`config.mk`:
```
export PLATFORM = sky130hd
export DESIGN_NAME = image_loader_receive_engine_core
export DESIGN_NICKNAME = d
export VERILOG_FILES = /design/src/rtl/core/ilre_pkg.sv /design/src/rtl/core/image_loader_receive_engine_core.sv
export SDC_FILE = /design/constraint.sdc
export NUM_CORES = 2
export LEC_CHECK = 0
export BUFFER_PORTS_ARGS = -buffer_cell sky130_fd_sc_hd__buf_2
export CORE_UTILIZATION = 63
export DETAILED_ROUTE_END_ITERATION = 12
export PLACE_DENSITY = 0.86
export SYNTH_ARGS = -nofsm -noshare
export SYNTH_HDL_FRONTEND = slang
export SYNTH_SLANG_ARGS = --single-unit
```
`constraint.sdc`:
```
create_clock -name clock -period 12.7 [get_ports clock]
set_input_delay 2.54 -clock clock [delete_from_list [all_inputs] [get_ports clock]]
set_output_delay 2.54 -clock clock [all_outputs]
set_load 0.05 [all_outputs]
```
`src/rtl/core/ilre_pkg.sv`:
```
`timescale 1ns / 1ps
`default_nettype none
// ----------------------------------------------------------------------------
// ilre_pkg
// Shared types, codes and the byte CRC step of the image loader receive engine.
// ----------------------------------------------------------------------------
package ilre_pkg;

   localparam logic [1:0] FUNC_START   = 2'd0;
   localparam logic [1:0] FUNC_BYTE    = 2'd1;
   localparam logic [1:0] FUNC_TIMEOUT = 2'd2;

   localparam logic [2:0] KIND_WRITE = 3'd0;
   localparam logic [2:0] KIND_READY = 3'd1;
   localparam logic [2:0] KIND_HACK  = 3'd2;
   localparam logic [2:0] KIND_CACK  = 3'd3;
   localparam logic [2:0] KIND_NAK   = 3'd4;

   localparam logic [4:0] RC_OK          = 5'd0;
   localparam logic [4:0] RC_BUSY        = 5'd1;
   localparam logic [4:0] RC_MAGIC       = 5'd2;
   localparam logic [4:0] RC_VERSION     = 5'd3;
   localparam logic [4:0] RC_HDR_SIZE    = 5'd4;
   localparam logic [4:0] RC_HDR_CRC     = 5'd5;
   localparam logic [4:0] RC_FLAGS       = 5'd6;
   localparam logic [4:0] RC_BAD_OID     = 5'd7;
   localparam logic [4:0] RC_SIZE        = 5'd8;
   localparam logic [4:0] RC_ALIGN       = 5'd9;
   localparam logic [4:0] RC_RANGE       = 5'd10;
   localparam logic [4:0] RC_ENTRY       = 5'd11;
   localparam logic [4:0] RC_PAYLOAD_CRC = 5'd15;
   localparam logic [4:0] RC_RX_TIMEOUT  = 5'd21;

   localparam logic [2:0] REG_STAGING_BASE = 3'd0;
   localparam logic [2:0] REG_STAGING_SIZE = 3'd1;
   localparam logic [2:0] REG_MAX_SIZE     = 3'd2;
   localparam logic [2:0] REG_REQ_READBACK = 3'd3;
   localparam logic [2:0] REG_MAGIC        = 3'd4;
   localparam logic [2:0] REG_VERSION      = 3'd5;

   localparam logic [31:0] CRC_INIT  = 32'hffffffff;
   localparam logic [31:0] CRC_POLY  = 32'hedb88320;
   localparam logic [4:0]  HCRC_SPAN = 5'd28;
   localparam logic [7:0]  HDR_LEN   = 8'd32;

   typedef struct packed {
      logic [2:0]  kind;
      logic [31:0] address;
      logic [7:0]  write_byte;
      logic [4:0]  result_code;
      logic [31:0] obj_id;
      logic [31:0] detail;
      logic        last;
   } rsp_type;

   function automatic logic [31:0] crc_byte(input logic [31:0] crc, input logic [7:0] b);
      logic [31:0] c;
      c = crc ^ {24'd0, b};
      for (int i = 0; i < 8; i++) begin
         c = (c >> 1) ^ (c[0] ? CRC_POLY : 32'd0);
      end
      return c;
   endfunction

endpackage
`default_nettype wire

```
`src/rtl/core/image_loader_receive_engine_core.sv`:
```
`timescale 1ns / 1ps
`default_nettype none
// ----------------------------------------------------------------------------
// image_loader_receive_engine_core
// Byte-stream receiver: header capture and checks, payload writes, CRC-32.
// ----------------------------------------------------------------------------
// Takes one transaction per cycle while req_stall is low. Each item is handled
// by combinational logic between the input port and a 4-entry result queue; the
// last payload byte pushes two results (write, then ack or nak), every other item
// at most one. req_stall rises when fewer than two queue slots are free, so the
// input only waits when the result side is stalled. The header CRC is folded one
// byte per cycle over header bytes 0 to 27 as they are accepted; the header checks
// run on the cycle of byte 31.
module image_loader_receive_engine_core
   import ilre_pkg::*;
#(
   parameter int unsigned     DEST_ALIGN   = 4096,
   parameter longint unsigned ABS_MAX_SIZE = 16777216
) (
   input  wire logic        clock,
   input  wire logic        reset,
   input  wire logic        req_valid,
   output logic             req_stall,
   input  wire logic [1:0]  req_func,
   input  wire logic [7:0]  req_data_byte,
   output logic             rsp_valid,
   input  wire logic        rsp_stall,
   output logic [2:0]       rsp_kind,
   output logic [31:0]      rsp_address,
   output logic [7:0]       rsp_write_byte,
   output logic [4:0]       rsp_result_code,
   output logic [31:0]      rsp_obj_id,
   output logic [31:0]      rsp_detail,
   output logic             rsp_last,
   input  wire logic        csr_psel,
   input  wire logic        csr_penable,
   input  wire logic        csr_pwrite,
   input  wire logic [4:0]  csr_paddr,
   input  wire logic [31:0] csr_pwdata,
   output logic [31:0]      csr_prdata,
   output logic             csr_pready
);

   localparam logic [1:0] PH_IDLE    = 2'd0;
   localparam logic [1:0] PH_HEADER  = 2'd1;
   localparam logic [1:0] PH_PAYLOAD = 2'd2;
   localparam logic [31:0] ALIGN_MASK = 32'(DEST_ALIGN - 1);
   localparam logic [32:0] ABS_MAX    = 33'(ABS_MAX_SIZE);

   // configuration
   logic [31:0] base_ff, size_ff, maxsz_ff, magic_ff;
   logic        reqrb_ff;
   logic [7:0]  ver_ff;
   logic [2:0]  reg_idx;

   assign csr_pready = 1'b1;
   assign reg_idx    = csr_paddr[4:2];

   always_ff @(posedge clock) begin
      if (reset) begin
         base_ff  <= '0;
         size_ff  <= '0;
         maxsz_ff <= '0;
         reqrb_ff <= 1'b0;
         magic_ff <= '0;
         ver_ff   <= 8'd1;
      end else if (csr_psel && csr_penable && csr_pwrite) begin
         case (reg_idx)
            REG_STAGING_BASE: base_ff  <= csr_pwdata;
            REG_STAGING_SIZE: size_ff  <= csr_pwdata;
            REG_MAX_SIZE:     maxsz_ff <= csr_pwdata;
            REG_REQ_READBACK: reqrb_ff <= csr_pwdata[0];
            REG_MAGIC:        magic_ff <= csr_pwdata;
            REG_VERSION:      ver_ff   <= csr_pwdata[7:0];
            default: ;
         endcase
      end
   end

   always_comb begin
      case (reg_idx)
         REG_STAGING_BASE: csr_prdata = base_ff;
         REG_STAGING_SIZE: csr_prdata = size_ff;
         REG_MAX_SIZE:     csr_prdata = maxsz_ff;
         REG_REQ_READBACK: csr_prdata = {31'd0, reqrb_ff};
         REG_MAGIC:        csr_prdata = magic_ff;
         REG_VERSION:      csr_prdata = {24'd0, ver_ff};
         default:          csr_prdata = '0;
      endcase
   end

   // session state
   logic [1:0]  phase_ff, phase_in;
   logic [4:0]  hcnt_ff, hcnt_in;
   logic [31:0] bcnt_ff, bcnt_in;
   logic [31:0] crc_ff, crc_in;
   logic [7:0]  hdr_ff [32];

   // result queue
   rsp_type     q_ff [4];
   logic [1:0]  wptr_ff, rptr_ff;
   logic [2:0]  cnt_ff, cnt_in;
   logic        accept, pop, hdr_wr;
   rsp_type     r0, r1;
   logic [1:0]  npush;

   assign req_stall = (cnt_ff > 3'd2);
   assign accept    = req_valid && !req_stall;
   assign rsp_valid = (cnt_ff != 3'd0);
   assign pop       = rsp_valid && !rsp_stall;

   // header fields
   logic [31:0] h_magic, h_oid, h_dest, h_len, h_entry, h_pcrc, h_hcrc, crc_step, bcnt_inc;
   logic [15:0] h_flags;
   logic [32:0] send, oend;
   logic [4:0]  hcode;

   assign h_magic = {hdr_ff[3], hdr_ff[2], hdr_ff[1], hdr_ff[0]};
   assign h_flags = {hdr_ff[7], hdr_ff[6]};
   assign h_oid   = {hdr_ff[11], hdr_ff[10], hdr_ff[9], hdr_ff[8]};
   assign h_dest  = {hdr_ff[15], hdr_ff[14], hdr_ff[13], hdr_ff[12]};
   assign h_len   = {hdr_ff[19], hdr_ff[18], hdr_ff[17], hdr_ff[16]};
   assign h_entry = {hdr_ff[23], hdr_ff[22], hdr_ff[21], hdr_ff[20]};
   assign h_pcrc  = {hdr_ff[27], hdr_ff[26], hdr_ff[25], hdr_ff[24]};
   // byte 31 is still on the input when the check runs
   assign h_hcrc  = {req_data_byte, hdr_ff[30], hdr_ff[29], hdr_ff[28]};
   assign send    = {1'b0, base_ff} + {1'b0, size_ff};
   assign oend    = {1'b0, h_dest} + {1'b0, h_len};
   assign crc_step = crc_byte(crc_ff, req_data_byte);
   assign bcnt_inc = bcnt_ff + 32'd1;

   always_comb begin
      if (h_magic != magic_ff)                                  hcode = RC_MAGIC;
      else if (hdr_ff[4] != ver_ff)                             hcode = RC_VERSION;
      else if (hdr_ff[5] != HDR_LEN)                            hcode = RC_HDR_SIZE;
      else if ((crc_ff ^ CRC_INIT) != h_hcrc)                   hcode = RC_HDR_CRC;
      else if ((h_flags[15:2] != 14'd0) || (h_flags[1] && !h_flags[0])
               || (reqrb_ff && !h_flags[0]))                    hcode = RC_FLAGS;
      else if (h_oid == 32'd0)                                  hcode = RC_BAD_OID;
      else if ((h_len == 32'd0) || (maxsz_ff == 32'd0) || (h_len > maxsz_ff)
               || ({1'b0, h_len} > ABS_MAX))                    hcode = RC_SIZE;
      else if ((h_dest & ALIGN_MASK) != 32'd0)                  hcode = RC_ALIGN;
      else if ((size_ff == 32'd0) || send[32] || oend[32] || (h_dest < base_ff)
               || (oend > send))                                hcode = RC_RANGE;
      else if (h_flags[1] ? (h_entry >= h_len) : (h_entry != 32'd0)) hcode = RC_ENTRY;
      else                                                      hcode = RC_OK;
   end

   always_comb begin
      phase_in = phase_ff;
      hcnt_in  = hcnt_ff;
      bcnt_in  = bcnt_ff;
      crc_in   = crc_ff;
      hdr_wr   = 1'b0;
      npush    = 2'd0;
      r0       = '0;
      r1       = '0;
      r0.last  = 1'b1;
      r1.last  = 1'b1;
      if (accept) begin
         case (req_func)
            FUNC_START: begin
               npush = 2'd1;
               if (phase_ff == PH_PAYLOAD) begin
                  r0.kind        = KIND_NAK;
                  r0.result_code = RC_BUSY;
                  r0.obj_id      = h_oid;
                  r0.detail      = bcnt_ff;
               end else begin
                  phase_in  = PH_HEADER;
                  hcnt_in   = '0;
                  bcnt_in   = '0;
                  crc_in    = CRC_INIT;
                  r0.kind   = KIND_READY;
                  r0.detail = maxsz_ff;
               end
            end
            FUNC_TIMEOUT: begin
               if (phase_ff != PH_IDLE) begin
                  npush          = 2'd1;
                  phase_in       = PH_IDLE;
                  r0.kind        = KIND_NAK;
                  r0.result_code = RC_RX_TIMEOUT;
                  r0.obj_id      = (phase_ff == PH_PAYLOAD) ? h_oid : 32'd0;
                  r0.detail      = bcnt_ff;
               end
            end
            FUNC_BYTE: begin
               if (phase_ff == PH_HEADER) begin
                  hdr_wr  = 1'b1;
                  hcnt_in = hcnt_ff + 5'd1;
                  if (hcnt_ff < HCRC_SPAN) crc_in = crc_step;
                  if (hcnt_ff == 5'd31) begin
                     npush     = 2'd1;
                     r0.obj_id = h_oid;
                     if (hcode != RC_OK) begin
                        phase_in       = PH_IDLE;
                        r0.kind        = KIND_NAK;
                        r0.result_code = hcode;
                        r0.detail      = bcnt_ff;
                     end else begin
                        phase_in  = PH_PAYLOAD;
                        bcnt_in   = '0;
                        crc_in    = CRC_INIT;
                        r0.kind   = KIND_HACK;
                        r0.detail = h_len;
                     end
                  end
               end else if (phase_ff == PH_PAYLOAD) begin
                  crc_in        = crc_step;
                  bcnt_in       = bcnt_inc;
                  npush         = 2'd1;
                  r0.kind       = KIND_WRITE;
                  r0.address    = h_dest + bcnt_ff;
                  r0.write_byte = req_data_byte;
                  r0.obj_id     = h_oid;
                  if (bcnt_inc >= h_len) begin
                     // final byte: write then the verdict
                     npush     = 2'd2;
                     r0.last   = 1'b0;
                     phase_in  = PH_IDLE;
                     r1.obj_id = h_oid;
                     if ((crc_step ^ CRC_INIT) != h_pcrc) begin
                        r1.kind        = KIND_NAK;
                        r1.result_code = RC_PAYLOAD_CRC;
                        r1.detail      = bcnt_inc;
                     end else begin
                        r1.kind   = KIND_CACK;
                        r1.detail = h_pcrc;
                     end
                  end
               end
            end
            default: ;
         endcase
      end
      cnt_in = cnt_ff + {1'b0, npush} - {2'd0, pop};
   end

   always_ff @(posedge clock) begin
      if (reset) begin
         phase_ff <= PH_IDLE;
         hcnt_ff  <= '0;
         bcnt_ff  <= '0;
         crc_ff   <= CRC_INIT;
         cnt_ff   <= '0;
         wptr_ff  <= '0;
         rptr_ff  <= '0;
      end else begin
         phase_ff <= phase_in;
         hcnt_ff  <= hcnt_in;
         bcnt_ff  <= bcnt_in;
         crc_ff   <= crc_in;
         cnt_ff   <= cnt_in;
         wptr_ff  <= wptr_ff + npush;
         if (pop) rptr_ff <= rptr_ff + 2'd1;
      end
   end

   always_ff @(posedge clock) begin
      if (hdr_wr) hdr_ff[hcnt_ff] <= req_data_byte;
      if (npush != 2'd0) q_ff[wptr_ff] <= r0;
      if (npush == 2'd2) q_ff[wptr_ff + 2'd1] <= r1;
   end

   assign rsp_kind        = q_ff[rptr_ff].kind;
   assign rsp_address     = q_ff[rptr_ff].address;
   assign rsp_write_byte  = q_ff[rptr_ff].write_byte;
   assign rsp_result_code = q_ff[rptr_ff].result_code;
   assign rsp_obj_id      = q_ff[rptr_ff].obj_id;
   assign rsp_detail      = q_ff[rptr_ff].detail;
   assign rsp_last        = q_ff[rptr_ff].last;

   a_cnt_bound: assert property (@(posedge clock) disable iff (reset) cnt_ff <= 3'd4)
      else $error("result queue overfilled");
   a_payload_hcnt: assert property (@(posedge clock) disable iff (reset)
      phase_ff == PH_PAYLOAD |-> hcnt_ff == 5'd0)
      else $error("header count not cleared in payload");
   a_start_phase: assert property (@(posedge clock) disable iff (reset)
      accept && req_func == FUNC_START |=> phase_ff == PH_HEADER || phase_ff == PH_PAYLOAD)
      else $error("start left block idle");

endmodule
`default_nettype wire

```
==> impl_results.md <==
- Number of filler cells placed in the layout: approximately 5200
- Count of cells along the worst register-to-register path: 24
- Pin slew with the least headroom to its limit: 1.262 ns
- Yosys top cell area share: between 30% and 40%
- Critical R2R Capture: crc_ff[9]
- Total track usage: 40.41%
- Max-cap violations: 0
- Number of rows in the core area: 101
- Vias in the first global route: 37940
- Warning count from the yosys run: 0
- Setup_tns: 0 ns
- Worst hold start: q_ff[0][90]
- Number of nets still failing antenna checks after routing: 0
- Initial cell density of the core: 63.93%
- Num CTS Buffers: 93
- Syn-to-layout area delta: 10.77%
- Clock Latency Late Sink: just under 0.7 ns
- Share of flip-flops with an asynchronous set or reset after synthesis: 0%
- Buffer cell driving the clock tree root: sky130_fd_sc_hd__clkbuf_16
- Ordered list of cells on the worst path: ha_1, fa_1, a211oi_1, o211ai_1, a31oi_1, o31a_1, nor4bb_1, o21bai_1, a211oi_1, o21bai_1, a21oi_1, xor2_1, ha_1, nand4_1, or4_1, nor4_1, and4b_1, a41o_1, o21ai_0, nor4_2, a21o_1, buf_4, a211o_1, o22a_1
- Clk pin slew, worst setup/hold paths: 0.07 ns
- Quantity of I/O buffers inserted on ports: 198
- Critical Path Fanout Max: between 40 and 50
- Number of pins exceeding their max-slew limit in the final report: 0
- Gate count after technology mapping: 4598
- Flop2flop setup slack: 3.85 ns
- Placement-stage cell area: 50780 µm²
- Routability congestion estimate from global placement: 1.117
- R2r startpoint: base_ff[0]
- Buffers plus inverters on the worst setup path: 1
- Cell variety after synth: 81
- Per-instance average area after synthesis: between 10 and 15 µm²
- Placeable core region: 76330 µm²
- Worst min-delay path class: flop to flop
- Number of vias in the routed layout: 40490
- Leakage dissipation: 19.47 nW
- Number of enable-type register cells in the synthesized netlist: 532
- WL/cell: 27.57 µm
- HPWL Detailed: 110500 µm
- Share of cells above drive strength 1: 12.49%
- Pre-antenna DRT Iters: 13
- Final design instance area without fill: 54050 µm²
- Critical path arrival: 9.44 ns
- Crit. End Element: flop
- Leading area contributor after synthesis: sky130_fd_sc_hd__edfxtp_1
- Quantity of gates resized following cts: 0
- Hold buffer count at cts: 0
- Die span in y: ~280 µm
- Critical Path Source Type: flop
- Maximum single-stage delay on the critical path: 1.03 ns
- VDD IR max: 145.1 µV
- Hold-critical path endpoint: q_ff[0][90]
- Post-route minimum period: a little under 9 ns
- Total Nets Final: 5055
- #FFs+latches synth: 917
- Setup repair after global routing missed its margin: no
- Top area cells in the synthesized netlist: sky130_fd_sc_hd__edfxtp_1 33%, sky130_fd_sc_hd__dfxtp_1 16%, sky130_fd_sc_hd__ha_1 7.0%
- CTS tree: built
- Slowest stage cell, crit path: sky130_fd_sc_hd__nor4_2
- Total overflow reported by the global router: 0
- Final Hold Violating Endpoints: 0
- Number of levels in the clock H-tree: 3
- Maximum root-to-sink buffer count: 3
- Dominant register cell in the synthesized netlist: sky130_fd_sc_hd__edfxtp_1
- Final Skew: 0.05789 ns
- Die outline width: 280.3 µm
- Portion of the post-synthesis area used by sequential elements: ~49%
- Total DRC errors in the routed layout: 0
- Number of cells on the worst hold path: 2
- Drt total wl: roughly 160000 µm
- Die Area: 78580 µm²
- Critical path's top delay family: compound AO/OA/AOI/OAI gates
- Combined area of all synthesized cells: 48800 µm²
- Global-route wire length before repair: roughly 240000 µm
- Run status: complete, no violations
- Number of DRC markers after the initial detailed-route iteration: 6054
- I/O pin cnt: 202
- Synthesized netlist net count: 4928
- Ratio of routed vias to standard cells: 6.934
- Pwr Density: 133.5 nW/µm²
- Share of the cycle needed by the critical path after routing: 69.68%
- Antenna violations before repair: 6
- Setup violation total in the final timing report: 0
- Largest net degree at the start of global routing: 107
- Required arrival time at the worst endpoint: 13.29 ns
- Number of sinks driven by the clock tree: 917
- Total setup buffers inserted after CTS: 0
- Fmax: around 0.11 GHz
- Worst max-slew margin expressed relative to the limit: 14.68%
- Category of the most critical setup path: flop to flop
-- per-stage QoR --
step / total power [mW] / utilization, % / hold WS, ns / setup slack (ns) / std cells
after floorplan: 4.101 / - / 0.4198 / 6.031 / 4598
after global placement: 4.351 / 66.53 / 0.4327 / 4.267 / 5660
after detailed placement: 4.368 / 66.53 / 0.4454 / 4.260 / 5660
after CTS: 7.203 / 70.80 / 0.4586 / 4.221 / 5835
after global routing: 7.382 / 70.80 / 0.4745 / 3.521 / 5835
final: 7.218 / 70.82 / 0.4541 / 3.851 / 5840
-- cells in the mapped netlist (11+ instances only) --
cell type                  count
sky130_fd_sc_hd__nand2_1     589
sky130_fd_sc_hd__edfxtp_1    532
sky130_fd_sc_hd__dfxtp_1     385
sky130_fd_sc_hd__ha_1        272
sky130_fd_sc_hd__a21oi_1     265
sky130_fd_sc_hd__o21ai_0     257
sky130_fd_sc_hd__nor2_1      236
sky130_fd_sc_hd__clkbuf_1    196
sky130_fd_sc_hd__nand3_1     180
sky130_fd_sc_hd__xnor2_1     157
sky130_fd_sc_hd__inv_1       144
sky130_fd_sc_hd__and2_1      120
sky130_fd_sc_hd__mux4_2      113
sky130_fd_sc_hd__xor2_1      109
sky130_fd_sc_hd__a22oi_1     108
sky130_fd_sc_hd__o221ai_1     77
sky130_fd_sc_hd__nor4_1       76
sky130_fd_sc_hd__a22o_1       68
sky130_fd_sc_hd__mux2i_1      60
sky130_fd_sc_hd__nand4_1      55
sky130_fd_sc_hd__nor2b_1      55
sky130_fd_sc_hd__a21o_1       49
sky130_fd_sc_hd__nor3_1       46
sky130_fd_sc_hd__and3_1       38
sky130_fd_sc_hd__o22a_1       32
sky130_fd_sc_hd__a211oi_1     31
sky130_fd_sc_hd__buf_1        29
sky130_fd_sc_hd__o211ai_1     23
sky130_fd_sc_hd__nand2b_1     22
sky130_fd_sc_hd__a31oi_1      16
sky130_fd_sc_hd__a211o_1      14
sky130_fd_sc_hd__o22ai_1      14
sky130_fd_sc_hd__o21bai_1     13
sky130_fd_sc_hd__or3_1        13
sky130_fd_sc_hd__a221o_1      12
sky130_fd_sc_hd__mux2_2       12
sky130_fd_sc_hd__o21a_1       12
sky130_fd_sc_hd__and4_1       11
-- worst min-delay path, stage by stage (launching register included) --
cell and delay [ns]:
sky130_fd_sc_hd__dfxtp_1 0.33, sky130_fd_sc_hd__nand2_1 0.04, sky130_fd_sc_hd__o21ai_0 0.05
-- cell type report --
class,count,area [µm²],share of cell area (%)
clock inverter,54,654.4,1.211
inverter,144,540.5,1.000
antenna,5,12.51,0.02315
tap,1030,1289,2.384
sequential,917,23690,43.83
clock buffer,121,2605,4.819
timing repair buffer,271,1541,2.852
multi-input combinational,3298,23720,43.88
-- kinds of logic (layout without fill, tap and decap cells) --
kind of cell             count (synthesis)  in the layout  share of synthesized area (%)
buffers and inverters                  383            590                          3.008
XOR/XNOR                               291            291                          5.897
other                                    1              6                       0.007685
AO/OA/AOI/OAI                         1063           1063                          14.32
flip-flops                             917            917                          48.53
adder cells (fa/ha/maj)                276            276                          7.138
AND/OR/NAND/NOR                       1482           1482                          14.37
multiplexers                           185            185                          6.723
-- sequential cells by signal (all words and copies together), names as in the netlist, named ones only --
| signal | cells |
|---|---|
| cnt_ff | 3 |
| rptr_ff | 2 |
| hcnt_ff | 5 |
| maxsz_ff | 32 |
| wptr_ff | 2 |
| size_ff | 32 |
| hdr_ff | 248 |
| ver_ff | 8 |
| base_ff | 32 |
| phase_ff | 2 |
| crc_ff | 32 |
| reqrb_ff | 1 |
| magic_ff | 32 |
| bcnt_ff | 32 |
| q_ff | 452 |
-- layout by cell type (no fill, tap or decap), types with 55 or more instances in the layout --
master	instances
sky130_fd_sc_hd__nor2_1	233
sky130_fd_sc_hd__a22oi_1	108
sky130_fd_sc_hd__xor2_1	109
sky130_fd_sc_hd__buf_2	197
sky130_fd_sc_hd__ha_1	272
sky130_fd_sc_hd__nand3_1	178
sky130_fd_sc_hd__edfxtp_1	532
sky130_fd_sc_hd__mux4_2	113
sky130_fd_sc_hd__xnor2_1	157
sky130_fd_sc_hd__nand4_1	55
sky130_fd_sc_hd__dfxtp_1	383
sky130_fd_sc_hd__a21oi_1	265
sky130_fd_sc_hd__clkbuf_16	95
sky130_fd_sc_hd__o21ai_0	254
sky130_fd_sc_hd__a22o_1	68
sky130_fd_sc_hd__o221ai_1	77
sky130_fd_sc_hd__and2_1	120
sky130_fd_sc_hd__nand2_1	585
sky130_fd_sc_hd__nor2b_1	55
sky130_fd_sc_hd__buf_4	74
sky130_fd_sc_hd__inv_1	140
sky130_fd_sc_hd__nor4_1	74
sky130_fd_sc_hd__mux2i_1	60
-- power breakdown --
group / switching, mW / internal (mW) / total [mW]
Combinational: 0.718 / 0.368 / 1.09
Clock: 1.25 / 1.64 / 2.89
Sequential: 0.0766 / 3.16 / 3.24
-- worst max path at each step --
| stage | start | cells past startpoint | slack, ns | end |
|---|---|---|---|---|
| after CTS | base_ff[0] | 24 | 4.22 | crc_ff[9] |
| final | base_ff[0] | 24 | 3.85 | crc_ff[9] |
| after global routing | base_ff[0] | 24 | 3.52 | crc_ff[9] |
| after global placement | base_ff[0] | 24 | 4.27 | crc_ff[5] |
| after detailed placement | base_ff[0] | 24 | 4.26 | crc_ff[4] |
| after floorplan | csr_paddr[2] | 5 | 6.03 | csr_prdata[5] |
-- routing by layer --
layer | global-route usage, % | up-vias | share of wire [%]
met3 | 10.94 | 718 | 14
met5 | 0 | - | 0.083
met1 | 52.38 | 19080 | 36
met4 | 22.99 | 8 | 7.0
met2 | 61.28 | 3303 | 43
li1 | - | 17380 | -
No activity file was read; power rests on OpenSTA's default activity.
